[config.mk]
export PLATFORM = sky130hd
export DESIGN_NAME = http_get_path_segment_splitter_core
export DESIGN_NICKNAME = d
export VERILOG_FILES = /design/src/rtl/core/hgpss_pkg.sv /design/src/rtl/core/http_get_path_segment_splitter_core.sv /design/src/rtl/core/hgpss_step.sv
export SDC_FILE = /design/constraint.sdc
export NUM_CORES = 1
export LEC_CHECK = 0
export BUFFER_PORTS_ARGS = -buffer_cell sky130_fd_sc_hd__clkbuf_2
export CAP_MARGIN = 20
export CORE_UTILIZATION = 59
export DETAILED_ROUTE_END_ITERATION = 10
export GPL_ROUTABILITY_DRIVEN = 0
export HOLD_SLACK_MARGIN = 0.15
export PLACE_DENSITY = 0.83
export SETUP_SLACK_MARGIN = 0.3
export SYNTH_ARGS = -nofsm -noshare
export SYNTH_HDL_FRONTEND = slang
export SYNTH_SLANG_ARGS = --single-unit
[constraint.sdc]
create_clock -name clk -period 4.2 [get_ports clk]
set_clock_uncertainty 0.05 [all_clocks]
set_input_delay 0 -clock clk [delete_from_list [all_inputs] [get_ports clk]]
set_output_delay 0 -clock clk [all_outputs]
set_load 0.02 [all_outputs]
[src/rtl/core/hgpss_pkg.sv]
// Shared types and constants for the GET path segment splitter.
`default_nettype none

package hgpss_pkg;

    // Line phases: 0..3 count matched characters of "GET ".
    localparam logic [2:0] PH_START = 3'd0;
    localparam logic [2:0] PH_PATH  = 3'd4;
    localparam logic [2:0] PH_SKIP  = 3'd5;

    // Result kinds.
    localparam logic [1:0] KIND_START = 2'd0;
    localparam logic [1:0] KIND_BYTE  = 2'd1;
    localparam logic [1:0] KIND_END   = 2'd2;

    // Characters that steer the parser.
    localparam logic [7:0] CH_SPACE = 8'h20;
    localparam logic [7:0] CH_CR    = 8'h0D;
    localparam logic [7:0] CH_LF    = 8'h0A;
    localparam logic [7:0] CH_SLASH = 8'h2F;

    // One result item.
    typedef struct packed {
        logic [1:0] kind;
        logic [2:0] segment_index;
        logic [7:0] path_byte;
        logic       overflow;
    } res_t;

    // Expected character of the request method word at a given position.
    function automatic logic [7:0] get_char(input logic [1:0] pos);
        logic [7:0] ch;
        unique case (pos)
            2'd0: ch = 8'h47;
            2'd1: ch = 8'h45;
            2'd2: ch = 8'h54;
            2'd3: ch = CH_SPACE;
            default: ch = CH_SPACE;
        endcase
        return ch;
    endfunction

endpackage

`default_nettype wire

[src/rtl/core/http_get_path_segment_splitter_core.sv]
// Top level of the GET request path segment splitter.
// Usage:
// The input channel (in_valid, in_ready, in_byte) takes raw HTTP header
// bytes, one item per handshake. Lines that start with "GET " have their
// request path split at each slash into numbered segments.
// The output channel (out_valid, out_ready, kind, segment_index, path_byte,
// overflow) gives at most one result item per input item: a segment start,
// a path byte tagged with its segment, or a path end carrying the overflow
// flag when more than MAX_SEGMENTS segments appeared.
// The accepting edge loads the input register, and the parse logic then
// writes the result register, which drives out_valid.
// Throughput is one item per cycle while the receiver does not stall, set
// by the parse step on the input register; bytes that give no result
// still pass through that step.
// When the receiver stalls, the result register holds its item and the input
// register holds the next byte; in_ready drops only when both are full.
// Reset clears both valid flags and returns the parser to line start with a
// zero segment count and no overflow seen.
`default_nettype none

module http_get_path_segment_splitter_core
    import hgpss_pkg::*;
#(
    parameter int MAX_SEGMENTS = 8
)
(
    input  wire logic       clk,
    input  wire logic       rst_n,
    input  wire logic       in_valid,
    output logic            in_ready,
    input  wire logic [7:0] in_byte,
    output logic            out_valid,
    input  wire logic       out_ready,
    output logic [1:0]      kind,
    output logic [2:0]      segment_index,
    output logic [7:0]      path_byte,
    output logic            overflow
);

    // The segment counter must be able to hold MAX_SEGMENTS itself.
    localparam int CNT_W = $clog2(MAX_SEGMENTS + 1);

    // Input register.
    logic             in_valid_reg;
    logic [7:0]       in_byte_reg;

    // Parser state.
    logic [2:0]       phase_reg;
    logic [2:0]       phase_next;
    logic [CNT_W-1:0] count_reg;
    logic [CNT_W-1:0] count_next;
    logic             ovf_reg;
    logic             ovf_next;

    // Result register.
    logic             out_valid_reg;
    res_t             res_reg;
    logic             res_valid;
    res_t             res;

    logic             advance;

    // The parse step runs when the held byte has somewhere to put its result.
    assign advance  = in_valid_reg && (!out_valid_reg || out_ready);
    assign in_ready = !in_valid_reg || advance;

    hgpss_step #(
        .MAX_SEGMENTS (MAX_SEGMENTS),
        .CNT_W        (CNT_W)
    ) u_step (
        .in_byte    (in_byte_reg),
        .phase      (phase_reg),
        .count      (count_reg),
        .ovf        (ovf_reg),
        .phase_next (phase_next),
        .count_next (count_next),
        .ovf_next   (ovf_next),
        .res_valid  (res_valid),
        .res        (res)
    );

    always_ff @(posedge clk or negedge rst_n)
    begin
        if (!rst_n)
        begin
            in_valid_reg  <= 1'b0;
            out_valid_reg <= 1'b0;
            phase_reg     <= PH_START;
            count_reg     <= '0;
            ovf_reg       <= 1'b0;
        end
        else
        begin
            if (in_ready)
            begin
                in_valid_reg <= in_valid;
            end
            if (advance)
            begin
                phase_reg     <= phase_next;
                count_reg     <= count_next;
                ovf_reg       <= ovf_next;
                out_valid_reg <= res_valid;
            end
            else if (out_ready)
            begin
                out_valid_reg <= 1'b0;
            end
        end
    end

    // Payload registers carry no reset.
    always_ff @(posedge clk)
    begin
        if (in_ready && in_valid)
        begin
            in_byte_reg <= in_byte;
        end
        if (advance && res_valid)
        begin
            res_reg <= res;
        end
    end

    assign out_valid     = out_valid_reg;
    assign kind          = res_reg.kind;
    assign segment_index = res_reg.segment_index;
    assign path_byte     = res_reg.path_byte;
    assign overflow      = res_reg.overflow;

`ifndef NO_ASSERTIONS
    // The segment counter never runs past the configured limit.
    assert property (@(posedge clk) disable iff (!rst_n)
        count_reg <= CNT_W'(MAX_SEGMENTS))
        else $error("segment count beyond limit");

    // Only path byte results carry a character.
    assert property (@(posedge clk) disable iff (!rst_n)
        out_valid && (kind != KIND_BYTE) |-> (path_byte == 8'd0))
        else $error("path byte set on a non-byte result");

    // Only path end results carry the overflow flag.
    assert property (@(posedge clk) disable iff (!rst_n)
        out_valid && (kind != KIND_END) |-> !overflow)
        else $error("overflow set on a non-end result");

    // A result is only produced while inside a path.
    assert property (@(posedge clk) disable iff (!rst_n)
        advance && res_valid |-> (phase_reg == PH_PATH))
        else $error("result produced outside a path");
`endif

endmodule

`default_nettype wire

[src/rtl/core/hgpss_step.sv]
// Per-byte parsing logic: next state and the optional result for one item.
`default_nettype none

module hgpss_step
    import hgpss_pkg::*;
#(
    parameter int MAX_SEGMENTS = 8,
    parameter int CNT_W        = 4
)
(
    input  wire logic [7:0]       in_byte,
    input  wire logic [2:0]       phase,
    input  wire logic [CNT_W-1:0] count,
    input  wire logic             ovf,
    output logic [2:0]            phase_next,
    output logic [CNT_W-1:0]      count_next,
    output logic                  ovf_next,
    output logic                  res_valid,
    output res_t                  res
);

    localparam int EXT_W = CNT_W + 3;
    localparam logic [CNT_W-1:0] MAX_CNT = CNT_W'(MAX_SEGMENTS);
    localparam logic [CNT_W-1:0] ONE_CNT = CNT_W'(1);

    logic [EXT_W-1:0] cur_ext;
    logic [EXT_W-1:0] last_ext;
    logic             is_end;

    assign cur_ext  = EXT_W'(count);
    assign last_ext = (count != '0) ? EXT_W'(count - ONE_CNT) : '0;
    assign is_end   = (in_byte == CH_SPACE) || (in_byte == CH_CR) || (in_byte == CH_LF);

    always_comb
    begin
        phase_next = phase;
        count_next = count;
        ovf_next   = ovf;
        res_valid  = 1'b0;
        res        = '0;
        if (phase == PH_PATH)
        begin
            priority if (is_end)
            begin
                res_valid         = 1'b1;
                res.kind          = KIND_END;
                res.segment_index = last_ext[2:0];
                res.overflow      = ovf;
                phase_next        = (in_byte == CH_LF) ? PH_START : PH_SKIP;
            end
            else if (in_byte == CH_SLASH)
            begin
                if (count < MAX_CNT)
                begin
                    res_valid         = 1'b1;
                    res.kind          = KIND_START;
                    res.segment_index = cur_ext[2:0];
                    count_next        = count + ONE_CNT;
                end
                else
                begin
                    ovf_next = 1'b1;
                end
            end
            else
            begin
                // Bytes before the first slash and in dropped segments give nothing.
                if ((count != '0) && !ovf)
                begin
                    res_valid         = 1'b1;
                    res.kind          = KIND_BYTE;
                    res.segment_index = last_ext[2:0];
                    res.path_byte     = in_byte;
                end
            end
        end
        else
        begin
            priority if (in_byte == CH_LF)
            begin
                phase_next = PH_START;
            end
            else if (phase < PH_PATH)
            begin
                if (in_byte == get_char(phase[1:0]))
                begin
                    phase_next = phase + 3'd1;
                    if (phase_next == PH_PATH)
                    begin
                        // A new request starts with a clean segment count.
                        count_next = '0;
                        ovf_next   = 1'b0;
                    end
                end
                else
                begin
                    phase_next = PH_SKIP;
                end
            end
            else
            begin
                phase_next = PH_SKIP;
            end
        end
    end

endmodule

`default_nettype wire

==> metrics.md <==
| Metric | Value |
|---|---|
| Clk slew on worst S/H paths | 0.10 ns |
| Peak supply drop | 0.276 mV |
| Final hold vios | 0 |
| Vias in the first global route | 1,176 |
| Fin cells | roughly 220 |
| # clock sinks | 32 |
| DRC | 0 |
| Dpl cells | 202 |
| Flops & latches, synth | 32 |
| Routed Antenna Nets | 0 |
| Post-CTS setup buffer count | 0 |
| Dominant synthesized flop cell | edfxtp_1 |
| Relative slew slack | 66.0% |
| Synth Net Count | ~170 |
| WL met1 | 1440 um |
| Synth top area share | between 30% and 40% |
| CORE AREA | 0.00273 mm2 |
| Initial core utilization | 62.0% |
| Fillers | about 190 |
| Post-Place Setup Slack | 1.73 ns |
| # IOs | 28 |
| Antenna cell count | 0 |
| Per-cell routed wire length | 14.5 um |
| Initial antenna violation count | 0 |
| Met3 WL post-DR | 193 um |
| Synth area leader | edfxtp_1 |
| CP Launch Type | flip-flop |
| CTS H-tree lvls | 2 |
| Fmax | about 400 MHz |
| CTS Buf Count | 5 |
| R2R Setup Slk | between 1.5 and 2 ns |
| RSZ-0062 raised after global routing | false |
| NumNets Final | 212 |
| # rows | 19 |
| Top layer in use | met4 |
| Multi-input logic area | 744 um2 |
| Hold depth | 2 |
| R2r worst-path depth | 5 |
| Via density | 5.76 |
| Worst path arrival time | 2.42 ns |
| Launching point of the worst reg2reg path | in_byte_reg[1] |
| Clock tree from TritonCTS | built |
| Root Driver | clkbuf_4 |
| Met2 WL | 1560 um |
| First drt pass iteration count | 4 |
| Final Cycle Share | 59.4% |
| CP endpoint kind | flip-flop |
| Leak pwr | 0.872 nW |
| HPWL Detailed | 2310 um |
| Synth Cell Area | between 0.0015 and 0.002 mm2 |
| CTS-repair resized insts | 0 |
| Clk buf depth | 2 |
| Full die area | 0.00309 mm2 |
| Worst Setup SP | in_byte_reg[1] |
| Setup TNS | 0 ns |
| Reg2Reg Capture Point | path_byte[7] |
| Crit path capture | path_byte[7] |
| Max-cap viol count | 0 |
| Dominant cells by area after synthesis | edfxtp_1 (39%), dfrtp_1 (15%), ha_1 (6.6%), and2_1 (3.3%), nand2_1 (2.7%) |
| Worst Hold Class | input port to flip-flop |
| Power consumption | between 0.0005 and 0.0006 W |
| Critical Path Fanout Max | 14 |
| Routed WL | 3230 um |
| Required time of the critical path | between 4 and 5 ns |
| Worst-Margin Slew | 0.509 ns |
| Largest net degree at the start of global routing | 15 |
| Share of layout cells above drive strength 1 | roughly 23% |
| CP Class | flip-flop to flip-flop |
| Vias | between 1k and 1.5k |
| Yosys warning total | 0 |
| Pwr/cell area | roughly 280 mW/mm2 |
| Asr flop ratio synth | between 30% and 40% |
| Total congestion overflow | 0 |
| Die extent in y | roughly 56 um |
| Register Area | around 910 um2 |
| Post-synthesis cell type count | between 40 and 50 |
| Final setup viols | 0 |
| CTS hold repair buffers | 13 |
| Syn Area/Cell | ~12 um2 |
| Clk Latency, worst-skew pair | 0.33 ns |
| Pins Over Slew Limit | 0 |
| Cells after Synth | 146 |
| Sequential area share after synthesis | 53.8% |
| IO Port Bufs | 27 |
| Post-route setup slack | ~1.7 ns |
| Die span in x | 55.6 um |
| Fin crit period | ~2.5 ns |
| First-pass GRT wire length | 5420 um |
| DRT iter0 DRCs | 48 |
| Total Routing Usage GR | 22.9% |
| Post-synth EDFFs | 22 |
| Status | finished, final reports clean |
| Layout area overhead | 21.0% |
-- how the worst min path moves through the flow --
stage | start | to | slack (ns)
after global routing | in_byte[0] | in_byte_reg[0] | 0.32
after floorplan | rst_n | count_reg[0] | -0.35
after global placement | rst_n | count_reg[0] | -0.17
after detailed placement | rst_n | count_reg[0] | -0.17
after CTS | in_byte[0] | in_byte_reg[0] | 0.32
final | in_byte[2] | in_byte_reg[2] | 0.32
-- routing by layer --
layer | GRT usage, % | vias up
met1 | 29.5 | 595
met5 | 0 | -
met4 | 6.43 | 0
li1 | - | 636
met3 | 7.44 | 6
met2 | 37.2 | 47
-- placed cells by master, fill, tap and decap left out, drive strengths merged, types with 3 or more instances in the layout --
cell type,n
dlygate4sd3,13
o21ai,8
dfrtp,10
ha,9
nand2,12
nor3b,3
nor2,7
and2,11
edfxtp,22
clkbuf,33
nand2b,3
nor2b,3
nor4,5
nor3,5
inv,8
a21oi,5
-- per-stage QoR --
stage | hold WS (ns) | util, % | instance area (um2)
global placement | -0.172 | 68.0 | 1860
global route | 0.317 | 75.0 | 2050
CTS | 0.323 | 75.0 | 2050
detailed placement | -0.173 | 68.0 | 1860
floorplan | -0.346 | - | 1690
finish | 0.323 | 75.0 | 2050
-- power by group --
part | switching (W) | total [W] | internal [W]
clock | 0.000101 | 0.000181 | 0.0000795
sequential | 0.0000119 | 0.000355 | 0.000343
combinational | 0.0000163 | 0.0000362 | 0.0000199
-- cells by family (layout without fill, tap and decap cells) --
family                   after synthesis  after routing  synth area share [%]
XOR/XNOR                               1              1                 0.517
flip-flops                            32             32                  53.8
AND/OR/NAND/NOR                       62             62                  23.6
buffers and inverters                 10             56                  2.29
AO/OA/AOI/OAI                         31             31                  12.6
multiplexers                           1              1                 0.591
adder cells (fa/ha/maj)                9              9                  6.65
-- layout make-up --
cell class                      count  share of cell area [%]
Clock buffer                        6                    2.50
Multi-Input combinational cell    104                    36.3
Tap cell                           31                    1.89
Clock inverter                      2                   0.488
Inverter                            8                    1.46
Sequential cell                    32                    44.4
Timing Repair Buffer               40                    12.9
-- synth_stat cells (all sizes together) (2+ instances only) --
cell,instances
nand3,2
nand2,12
edfxtp,22
inv,8
nor4,5
a2bb2oi,2
nor2b,3
dfrtp,10
o21bai,2
ha,9
and2,11
nor2,7
a22o,2
or4b,2
nand2b,3
nor3,5
o21ai,8
nor3b,3
a31oi,2
nand4,2
a21oi,5
-- critical path: stages, from the launching register on --
cell	delay [ns]
edfxtp_1	0.53
nor2b_1	0.20
or4b_1	0.51
a31oi_1	0.28
o21ai_0	0.16
inv_1	0.39
(Power assumes the default switching activity.)
